## src/hdl/aarc_pkg.sv

```systemverilog
// shared types and constants for the axis-angle rotation composer
`default_nettype none

package aarc_pkg;

  // quaternion parts and unit axes, signed Q30 with headroom
  localparam int QW = 34;
  // cordic datapath width
  localparam int AW = 36;

  localparam logic signed [QW-1:0] ONE_Q30     = 34'sh040000000;
  localparam logic signed [AW-1:0] GAIN_Q30    = 36'sh026DD3B6A;
  localparam logic signed [AW-1:0] HALF_PI_Q30 = 36'sh06487ED51;
  localparam logic signed [AW-1:0] PI_Q30      = 36'sh0C90FDAA2;

  // arctangent of 2^-i, Q30
  localparam logic [31:0] ATAN_Q30 [32] = '{
    32'h3243F6A8, 32'h1DAC6705, 32'h0FADBAFC, 32'h07F56EA6, 32'h03FEAB76, 32'h01FFD55B,
    32'h00FFFAAA, 32'h007FFF55, 32'h003FFFEA, 32'h001FFFFD, 32'h000FFFFF, 32'h0007FFFF,
    32'h0003FFFF, 32'h0001FFFF, 32'h0000FFFF, 32'h00007FFF, 32'h00003FFF, 32'h00001FFF,
    32'h00000FFF, 32'h000007FF, 32'h000003FF, 32'h000001FF, 32'h000000FF, 32'h0000007F,
    32'h0000003F, 32'h0000001F, 32'h0000000F, 32'h00000008, 32'h00000004, 32'h00000002,
    32'h00000001, 32'h00000000
  };

  typedef enum logic {
    CM_ROTATE,
    CM_VECTOR
  } cordic_mode_e;

  typedef struct packed {
    logic         load;
    cordic_mode_e mode;
  } cordic_cmd_t;

endpackage

`default_nettype wire

```

## src/hdl/aarc_div.sv

```systemverilog
// bit-serial restoring divider, 64-bit magnitude by 32-bit, 32-bit quotient magnitude returned signed
`default_nettype none

module aarc_div import aarc_pkg::*; (
  input  wire logic                 clk_i,
  input  wire logic                 rst_ni,
  input  wire logic                 start_i,
  input  wire logic [63:0]          dividend_i,
  input  wire logic [31:0]          divisor_i,
  input  wire logic                 neg_i,
  output logic signed [QW-1:0]      quot_o,
  output logic                      done_o
);

  logic        busy_q;
  logic        done_q;
  logic [4:0]  cnt_q;
  logic [31:0] rem_q;
  logic [31:0] quo_q;
  logic [31:0] dvs_q;
  logic        neg_q;
  logic [32:0] shifted;
  logic [33:0] diff;
  logic        ge;

  assign shifted = {rem_q, quo_q[31]};
  assign diff    = {1'b0, shifted} - {2'b00, dvs_q};
  assign ge      = ~diff[33];

  always_ff @(posedge clk_i or negedge rst_ni) begin
    if (!rst_ni) begin
      busy_q <= 1'b0;
      done_q <= 1'b0;
      cnt_q  <= '0;
    end else begin
      if (start_i) begin
        busy_q <= 1'b1;
        done_q <= 1'b0;
        cnt_q  <= '0;
      end else if (busy_q) begin
        cnt_q <= cnt_q + 5'd1;
        if (cnt_q == 5'd31) begin
          busy_q <= 1'b0;
          done_q <= 1'b1;
        end else begin
          done_q <= 1'b0;
        end
      end else begin
        done_q <= 1'b0;
      end
    end
  end

  always_ff @(posedge clk_i) begin
    if (start_i) begin
      rem_q <= dividend_i[63:32];
      quo_q <= dividend_i[31:0];
      dvs_q <= divisor_i;
      neg_q <= neg_i;
    end else if (busy_q) begin
      rem_q <= ge ? diff[31:0] : shifted[31:0];
      quo_q <= {quo_q[30:0], ge};
    end
  end

  assign quot_o = neg_q ? -$signed({2'b00, quo_q}) : $signed({2'b00, quo_q});
  assign done_o = done_q;

endmodule

`default_nettype wire

```

## config.mk

```make
export PLATFORM = sky130hd
export DESIGN_NAME = aarc_div
export DESIGN_NICKNAME = d
export VERILOG_FILES = /design/src/hdl/aarc_pkg.sv /design/src/hdl/aarc_div.sv
export SDC_FILE = /design/constraint.sdc
export NUM_CORES = 1
export LEC_CHECK = 0
export BUFFER_PORTS_ARGS = -buffer_cell sky130_fd_sc_hd__buf_4
export CAP_MARGIN = 20
export CORE_ASPECT_RATIO = 1.75
export CORE_MARGIN = 3
export CORE_UTILIZATION = 51
export DETAILED_ROUTE_END_ITERATION = 10
export PLACE_DENSITY = 0.78
export SLEW_MARGIN = 20
export SYNTH_ARGS = -nofsm -noshare
export SYNTH_HDL_FRONTEND = slang
export SYNTH_SLANG_ARGS = --single-unit
```

## constraint.sdc

```tcl
create_clock -name clk_i -period 2.8 [get_ports clk_i]
set_clock_uncertainty 0.15 [all_clocks]
set_input_delay 0.42 -clock clk_i [delete_from_list [all_inputs] [get_ports clk_i]]
set_output_delay 0.42 -clock clk_i [all_outputs]
set_load 0.01 [all_outputs]
```

Yosys cells after proc, flatten, opt, wreduce, memory -nomap -nowiden
Index checks and enable logic that the tools add are counted.

Eq/ne operators: 1. Muxes and demuxes: 14. Shift operators: 0. Magnitude comparators: 0. Add/sub/neg operators: 3. Divide/modulo/power cells: 0. Reductions and logical operators: 1. Multiply operators: 0. Bitwise gates (word level): 1.

Operators with widths (count): $mux 32 (5); $mux 34 (1); $neg 32->34 (1); $sub 33x32->34 (1); $mux 5 (2); $mux 1 (6); $add 5x1->5 const B (1); $eq 5x5->1 const B (1); $reduce_bool 2->1 (1); $not 1->1 (1).

Input bits: 100. Output and inout port bits: 35. Memory bits (writable): 0. Memories: 0. Logic and storage cells: 27. Memory bits (read-only): 0. Bits in latches: 0. Bits in registers: 104.

Longest topological paths before layout
Gate-level depths: netlist (run 1).

Depth in word-level cells: 4. Mapped depth: 12. Depth with buffers taken out: 12.

Worst setup path after synthesis (run 1)
No wires, ideal clock.

Kind: flip-flop to flip-flop. Start point: reg quo_q[31]. End point: reg rem_q[30], data pin. Setup time: 268 ps. Period minus slack after synthesis: 2994 ps. Required time: 2382 ps. Cell stages (with the launch flop): 13. Path buffers: 0. Arrival time: 2576 ps. Path slack: -194 ps. Cells stage by stage: edfxtp_1 -> inv_1 -> ha_1 -> fa_1 -> nand2b_1 -> a21oi_1 -> o21ai_1 -> nand3_2 -> a21oi_1 -> or4b_1 -> a32oi_1 -> and3_2 -> o31ai_1.

Cells in the longest elaborated chain, start to end: 4.

RTL lines: from (decl) (line aarc_div.sv:19) `logic [31:0] quo_q;`; from (signal assigned) (line aarc_div.sv:57) `quo_q <= dividend_i[31:0];`; from (signal assigned) (line aarc_div.sv:62) `quo_q <= {quo_q[30:0], ge};`; $sub 33x32->34 (line aarc_div.sv:27) `assign diff = {1'b0, shifted} - {2'b00, dvs_q};`; $mux 32 (line aarc_div.sv:61) `rem_q <= ge ? diff[31:0] : shifted[31:0];`; $mux 32 (line aarc_div.sv:60) `end else if (busy_q) begin`; $mux 32 (line aarc_div.sv:55) `if (start_i) begin`; to (signal assigned) (line aarc_div.sv:56) `rem_q <= dividend_i[63:32];`; to (signal assigned) (line aarc_div.sv:61); to (decl) (line aarc_div.sv:18) `logic [31:0] rem_q;`.

Every way passes these cells. The select of a mux whose other input is x is not followed. A chain may end at the register's enable or synchronous reset.

Worst setup path after layout (run 1)
Start point: reg quo_q[7]. End point: out quot_o[26].

Cells in the longest elaborated chain, start to end: 2.

RTL lines: $neg 32->34 (line aarc_div.sv:66) `assign quot_o = neg_q ? -$signed({2'b00, quo_q}) : $signed({2'b00, quo_q});`; $mux 34 (line aarc_div.sv:66); to (decl) (line aarc_div.sv:11) `output logic signed [QW-1:0] quot_o,`.

Every way passes these cells.

==> impl_metrics.env, run 1 <==
export IMPL_status="complete, but fails checks"
export IMPL_failed_checks="negative setup slack"
export IMPL_drive_above_1_share=0.454
export IMPL_crit_start="quo_q[7]"
export IMPL_max_clock_freq_ghz=0.304
export IMPL_portBuffers=134
export IMPL_rr_worst_depth=10
export IMPL_worst_path_max_delay_cell="or4_4"
export IMPL_synth_edf_count=97
export IMPL_nNetsFinal=1042
export IMPL_tritoncts="built"
export IMPL_cts_root_buf="clkbuf_16"
export IMPL_hold_path_class="primary input to flop"
export IMPL_slew_viol_final=0
export IMPL_vias=6198
export IMPL_synth_area_leaders="edfxtp_1 42%, ha_1 6.4%, xnor2_1 5.5%"
export IMPL_place_gp_congestion=0.926
export IMPL_crit_chain="or4_4, or2_4, or3_4, nor3_4, nand2_2, buf_4, nand2_2, xnor2_1, buf_4"
export IMPL_antenna_found_initial=0
export IMPL_rsz0062_at_grt="true"
export IMPL_layout_common_cells="243 x buf_4, 97 x edfxtp_1, 50 x nor2_1"
export IMPL_synth_main_ff_cell="edfxtp_1"
export IMPL_ant_nets=0
export IMPL_path_class="flop to output port"
export IMPL_crit_path_end="quot_o[26]"
export IMPL_clock_path_buffers=2
export IMPL_synth_cell_types=69
export IMPL_drt_iter0_drc=379
export IMPL_switching_power_uw=3860
export IMPL_coreArea_sq_um=13100
export IMPL_ir_drop_uv=579
export IMPL_endpoint_kind="output port"
export IMPL_path_clk_slew_ps=80
export IMPL_p_int_uw=5750
export IMPL_fin_area_sq_um=9970
export IMPL_ys_seq_area_frac=0.449
export IMPL_wire_per_inst_microns=18.2
export IMPL_slowest_delay_ps=570
export IMPL_synthCells=656
export IMPL_critPathArrivalTime_ps=2720
export IMPL_setup_violations=50
export IMPL_p_comb_frac=0.627
export IMPL_dieArea_sq_um=15000
export IMPL_p_per_area_nw_per_um2=963
export IMPL_p_leak_uw=0.00435
export IMPL_wl_mm=19.7
export IMPL_worst_slack_ps=-490
export IMPL_yosysTopAreaCell="edfxtp_1"
export IMPL_finalSetupTns_ps=-8610
export IMPL_hold_viol=0
export IMPL_synth_seq_cells=104
export IMPL_clock_latency_ps=350
export IMPL_routed_via_density=5.73
export IMPL_initial_core_util=0.526
export IMPL_mostFrequentLayoutCell="buf_4"
export IMPL_netlist_area_sq_um=6870
export IMPL_pin_count=135
export IMPL_slew_headroom=0.685
export IMPL_final_util=0.763
export IMPL_die_w_microns=93.8
export IMPL_fin_crit_sh=1.17
export IMPL_drt_pass1_iterations=5
export IMPL_r2r_slack_ps=-160
export IMPL_placed_area_sq_um=8710
export IMPL_diodes=0
export IMPL_synth_top_area_share=0.424
export IMPL_cp_max_fo=3
export IMPL_grt_pass1_vias=6237
export IMPL_remaining_drc_errors=0
export IMPL_tightest_slew_ps=467
export IMPL_avgSynthCellArea_sq_um=10.5
export IMPL_area_growth_pct=45.1
export IMPL_seqPwrFrac=0.248
export IMPL_num_rows=55
export IMPL_ys_async_sr_fraction=0.0673
export IMPL_clkPwrFrac=0.125
export IMPL_grt_max_degree=65
export IMPL_track_usage=0.245
export IMPL_rr_endpoint="rem_q[1]"
export IMPL_syn_nets=792
export IMPL_switching_share=0.402
export IMPL_start_kind="flop"
export IMPL_cts_sinks=104
export IMPL_cts_made_buffers=9
export IMPL_rr_startpoint="rem_q[22]"
export IMPL_place_ws_ps=-355
export IMPL_cp_data_required_time_ps=2230
export IMPL_period_needed_ps=3290
export IMPL_die_y_microns=160
export IMPL_dp_hpwl_mm=13.0
export IMPL_maxCapViolations=0
export IMPL_grt_pass1_wl_mm=29.5
export IMPL_fillers=851
export IMPL_htreeDepth=3
export IMPL_gr_total_overflow=0
export IMPL_synth_yosys_warnings=0
## layout make-up
cell class                      count  area [sq um]  share of cell area
Multi-Input combinational cell    484          4140               0.415
Sequential cell                   104          3090               0.310
Timing Repair Buffer              262          2080               0.209
Clock buffer                        9           225              0.0226
Tap cell                          171           214              0.0215
Inverter                           45           169              0.0169
Clock inverter                      7          55.1             0.00552
## per-layer routing
layer / vias to the layer above / track usage / routed length (microns)
met5: - / 0 / 0
met4: 0 / 0.132 / 1010
met3: 75 / 0.0345 / 921
met2: 270 / 0.455 / 10700
met1: 2956 / 0.256 / 7060
li1: 2897 / - / -
## timing repair
item	4_1_cts	5_1_grt
gates resized for setup	79	56
endpoints found under the setup margin	53	57
hold buffers	1	0
pin swaps	57	43
gates cloned	3	0
setup buffers	20	12
endpoints found under the hold margin	7	0
## registers in the layout, summed over array words and instances (netlist names)
register and count:
cnt_q 5, done_o 1, dvs_q 32, rem_q 32
busy_q 1, quo_q 32, neg_q 1
## how the worst min path moves through the flow
stage | from | to | cells after the start
floorplan | rst_ni | busy_q | 0
global placement | rst_ni | done_o | 1
detailed placement | rst_ni | cnt_q[4] | 1
CTS | divisor_i[27] | dvs_q[27] | 1
global route | divisor_i[27] | dvs_q[27] | 1
finish | divisor_i[2] | dvs_q[2] | 1
## metrics by stage
stage	power, uW	hold slack [ps]	instances
after global routing	10100	82.0	1082
after CTS	8980	89.0	1073
after global placement	6810	82.6	1034
after detailed placement	6950	84.5	1034
after floorplan	5400	-25.6	656
final	9610	90.7	1082
## cell usage after synthesis, types with 6 or more instances
library cell and count:
xnor2_1 43, a21oi_1 59, dfrtp_1 7, o21ai_0 32, nor3_1 12, nand2_1 53, a21o_1 9, nand2b_1 8
inv_1 44, ha_1 35, xor2_1 17, edfxtp_1 97, mux2_2 33, a31oi_1 11, mux2i_1 28, nor2_1 52
nor2b_1 6, clkbuf_1 12
## logic make-up (layout without fill, tap and decap cells)
kind of cell,after synthesis,count (layout),share of synthesized area
adder cells (fa/ha/maj),36,36,0.0666
flip-flops,104,104,0.449
AO/OA/AOI/OAI,154,154,0.142
buffers and inverters,71,323,0.0502
multiplexers,61,61,0.0948
AND/OR/NAND/NOR,170,173,0.120
XOR/XNOR,60,60,0.0764
## power groups by stage
stage / Combinational [uW] / Clock (uW) / Sequential [uW]
6_report: 6030 / 1200 / 2380
5_1_grt: 6450 / 1280 / 2420
4_1_cts: 5410 / 1210 / 2360
3_5_place_dp: 4590 / 0 / 2350
3_3_place_gp: 4470 / 0 / 2350
2_1_floorplan: 3090 / 0 / 2310
## critical path: cells and delay by family (launching register included)
| kind | cells | cell delay [ps] |
|---|---|---|
| flip-flops | 1 | 410 |
| AND/OR/NAND/NOR | 6 | 1530 |
| buffers and inverters | 2 | 300 |
| XOR/XNOR | 1 | 130 |
Power figures use the tool's default switching activity.
==> run 2, diff against run 1 <==
Settings changed: MAX_ROUTING_LAYER from default to met4.
==> run 2 against run 1 <==
Against the previous run:
- the flow still finishes with violations (negative setup slack)
- sequential power about the same
- count of clock-buffer cells in the layout unchanged
- largest cell class unchanged
- global-route usage is 1.5 points higher
- worst setup slack got worse by 20 ps
- sequential share of layout area grew 0.46 points
- non-clock buffer count is 1 lower
==> impl_metrics.env, run 2 (synthesized netlist as in run 1, its figures left out) <==
export IMPL_nNetsFinal=1044
export IMPL_hold_path_class="primary input to flop"
export IMPL_drt_pass1_iterations=5
export IMPL_fin_crit_sh=1.18
export IMPL_coreArea_sq_um=13100
export IMPL_rsz0062_at_grt="true"
export IMPL_track_usage=0.260
export IMPL_htreeDepth=3
export IMPL_cts_sinks=104
export IMPL_clock_path_buffers=2
export IMPL_finalPower_uw=9440
export IMPL_largestRegisters="dvs_q (32), quo_q (32), rem_q (32)"
export IMPL_num_rows=55
export IMPL_grt_pass1_wl_mm=30.3
export IMPL_cp_data_required_time_ps=2230
export IMPL_setup_violations=52
export IMPL_status="complete, but fails checks"
export IMPL_slew_headroom=0.671
export IMPL_slew_viol_final=0
export IMPL_dieArea_sq_um=15000
export IMPL_cts_made_buffers=9
export IMPL_gr_total_overflow=0
export IMPL_grt_max_degree=65
export IMPL_tightest_slew_ps=493
export IMPL_ant_nets=0
export IMPL_grt_pass1_vias=6535
export IMPL_path_class="flop to output port"
export IMPL_fillers=884
export IMPL_remaining_drc_errors=0
export IMPL_cp_max_fo=3
export IMPL_path_clk_slew_ps=80
export IMPL_failed_checks="negative setup slack"
export IMPL_portBuffers=134
export IMPL_diodes=0
export IMPL_critPathArrivalTime_ps=2740
export IMPL_max_clock_freq_ghz=0.302
export IMPL_p_per_area_nw_per_um2=961
export IMPL_drive_above_1_share=0.432
export IMPL_tritoncts="built"
export IMPL_die_y_microns=160
export IMPL_worst_slack_ps=-509
export IMPL_wire_per_inst_microns=18.2
export IMPL_dp_hpwl_mm=13.1
export IMPL_mostFrequentLayoutCell="buf_4"
export IMPL_area_growth_pct=43.0
export IMPL_endpoint_kind="output port"
export IMPL_place_gp_congestion=0.938
export IMPL_dp_cells=1034
export IMPL_routed_via_density=5.71
export IMPL_p_leak_uw=0.00430
export IMPL_die_w_microns=93.8
export IMPL_antenna_found_initial=0
export IMPL_ir_drop_uv=677
export IMPL_maxCapViolations=0
export IMPL_hold_viol=0
export IMPL_cts_root_buf="clkbuf_16"
export IMPL_drt_iter0_drc=384
export IMPL_layout_cells_non_filler=1084
export IMPL_pin_count=135
export IMPL_initial_core_util=0.526
export IMPL_layout_common_cells="247 x buf_4, 97 x edfxtp_1, 52 x nor2_1"
export IMPL_wl_mm=19.7
export IMPL_clock_latency_ps=360
export IMPL_vias=6186
export IMPL_period_needed_ps=3310
export IMPL_start_kind="flop"
==> run 2: changes by cell type in the layout (fill, tap and decap cells not counted), moves of 4 or more <==
cell | before | now
buf_4 | 243 | 247
xnor2_2 | 4 | 0
buf_6 | 13 | 8
xnor2_1 | 39 | 43
==> run 2: worst paths after layout <==
| kind | cells after the start | from | endpoint | slack [ps] |
|---|---|---|---|---|
| min in group asynchronous | 2 | rst_ni | cnt_q[4] | 250 |
| max in group asynchronous | 2 | rst_ni | busy_q | 2130 |
| min | 1 | divisor_i[27] | dvs_q[27] | 80 |
| max reg2reg | 11 | rem_q[0] | rem_q[0] | -220 |
| min reg2reg | 2 | cnt_q[3] | cnt_q[3] | 420 |
| max | 8 | quo_q[10] | quot_o[28] | -510 |
==> run 2: per-layer routing <==
metal  up-vias  GRT usage  wire, microns
li1       2904          -              -
met1      2972      0.263           6990
met2       234      0.475          10800
met3        76     0.0416           1080
met4         0      0.124            824
met5         -          -              0
==> run 2: what timing repair did <==
item	CTS	global route
pin swaps	43	30
endpoints found under the setup margin	51	53
gates cloned	6	0
resized for setup	66	38
hold buffers	1	0
hold endpoints to repair	7	0
buffers inserted	16	12
==> run 2: where the power goes <==
group | internal (uW) | switching (uW) | total (uW)
combinational | 2810 | 3010 | 5820
clock | 623 | 612 | 1240
sequential | 2130 | 250 | 2380
total | 5570 | 3870 | 9440
==> run 2: layout make-up <==
type / instances / area (sq um) / area share
tap: 171 / 214 / 0.0218
clock buffer: 9 / 225 / 0.0229
inverter: 45 / 169 / 0.0172
timing repair buffer: 261 / 2050 / 0.209
sequential: 104 / 3090 / 0.314
clock inverter: 7 / 60.1 / 0.00611
multi-input combinational: 487 / 4020 / 0.409
==> run 2: stage by stage <==
step           setup WS (ps)  utilization  hold slack [ps]  cell area [sq um]  setup TNS (ps)
6_report                -509        0.752             84.1               9830          -11130
5_1_grt                 -607        0.752             76.4               9830          -16640
4_1_cts                 -476        0.731             85.1               9560           -9940
3_5_place_dp            -354        0.666             83.5               8710           -9180
3_3_place_gp            -207        0.666             81.2               8710           -4830
2_1_floorplan           -132            -            -25.6               6900            -144
==> run 2: critical path, cell delays in order (launching register included) <==
cell,delay (ps)
edfxtp_1,410
or4_4,550
or2_4,250
or3_4,390
nor3_4,140
nand2_2,120
o31ai_2,220
xnor2_1,160
buf_4,150
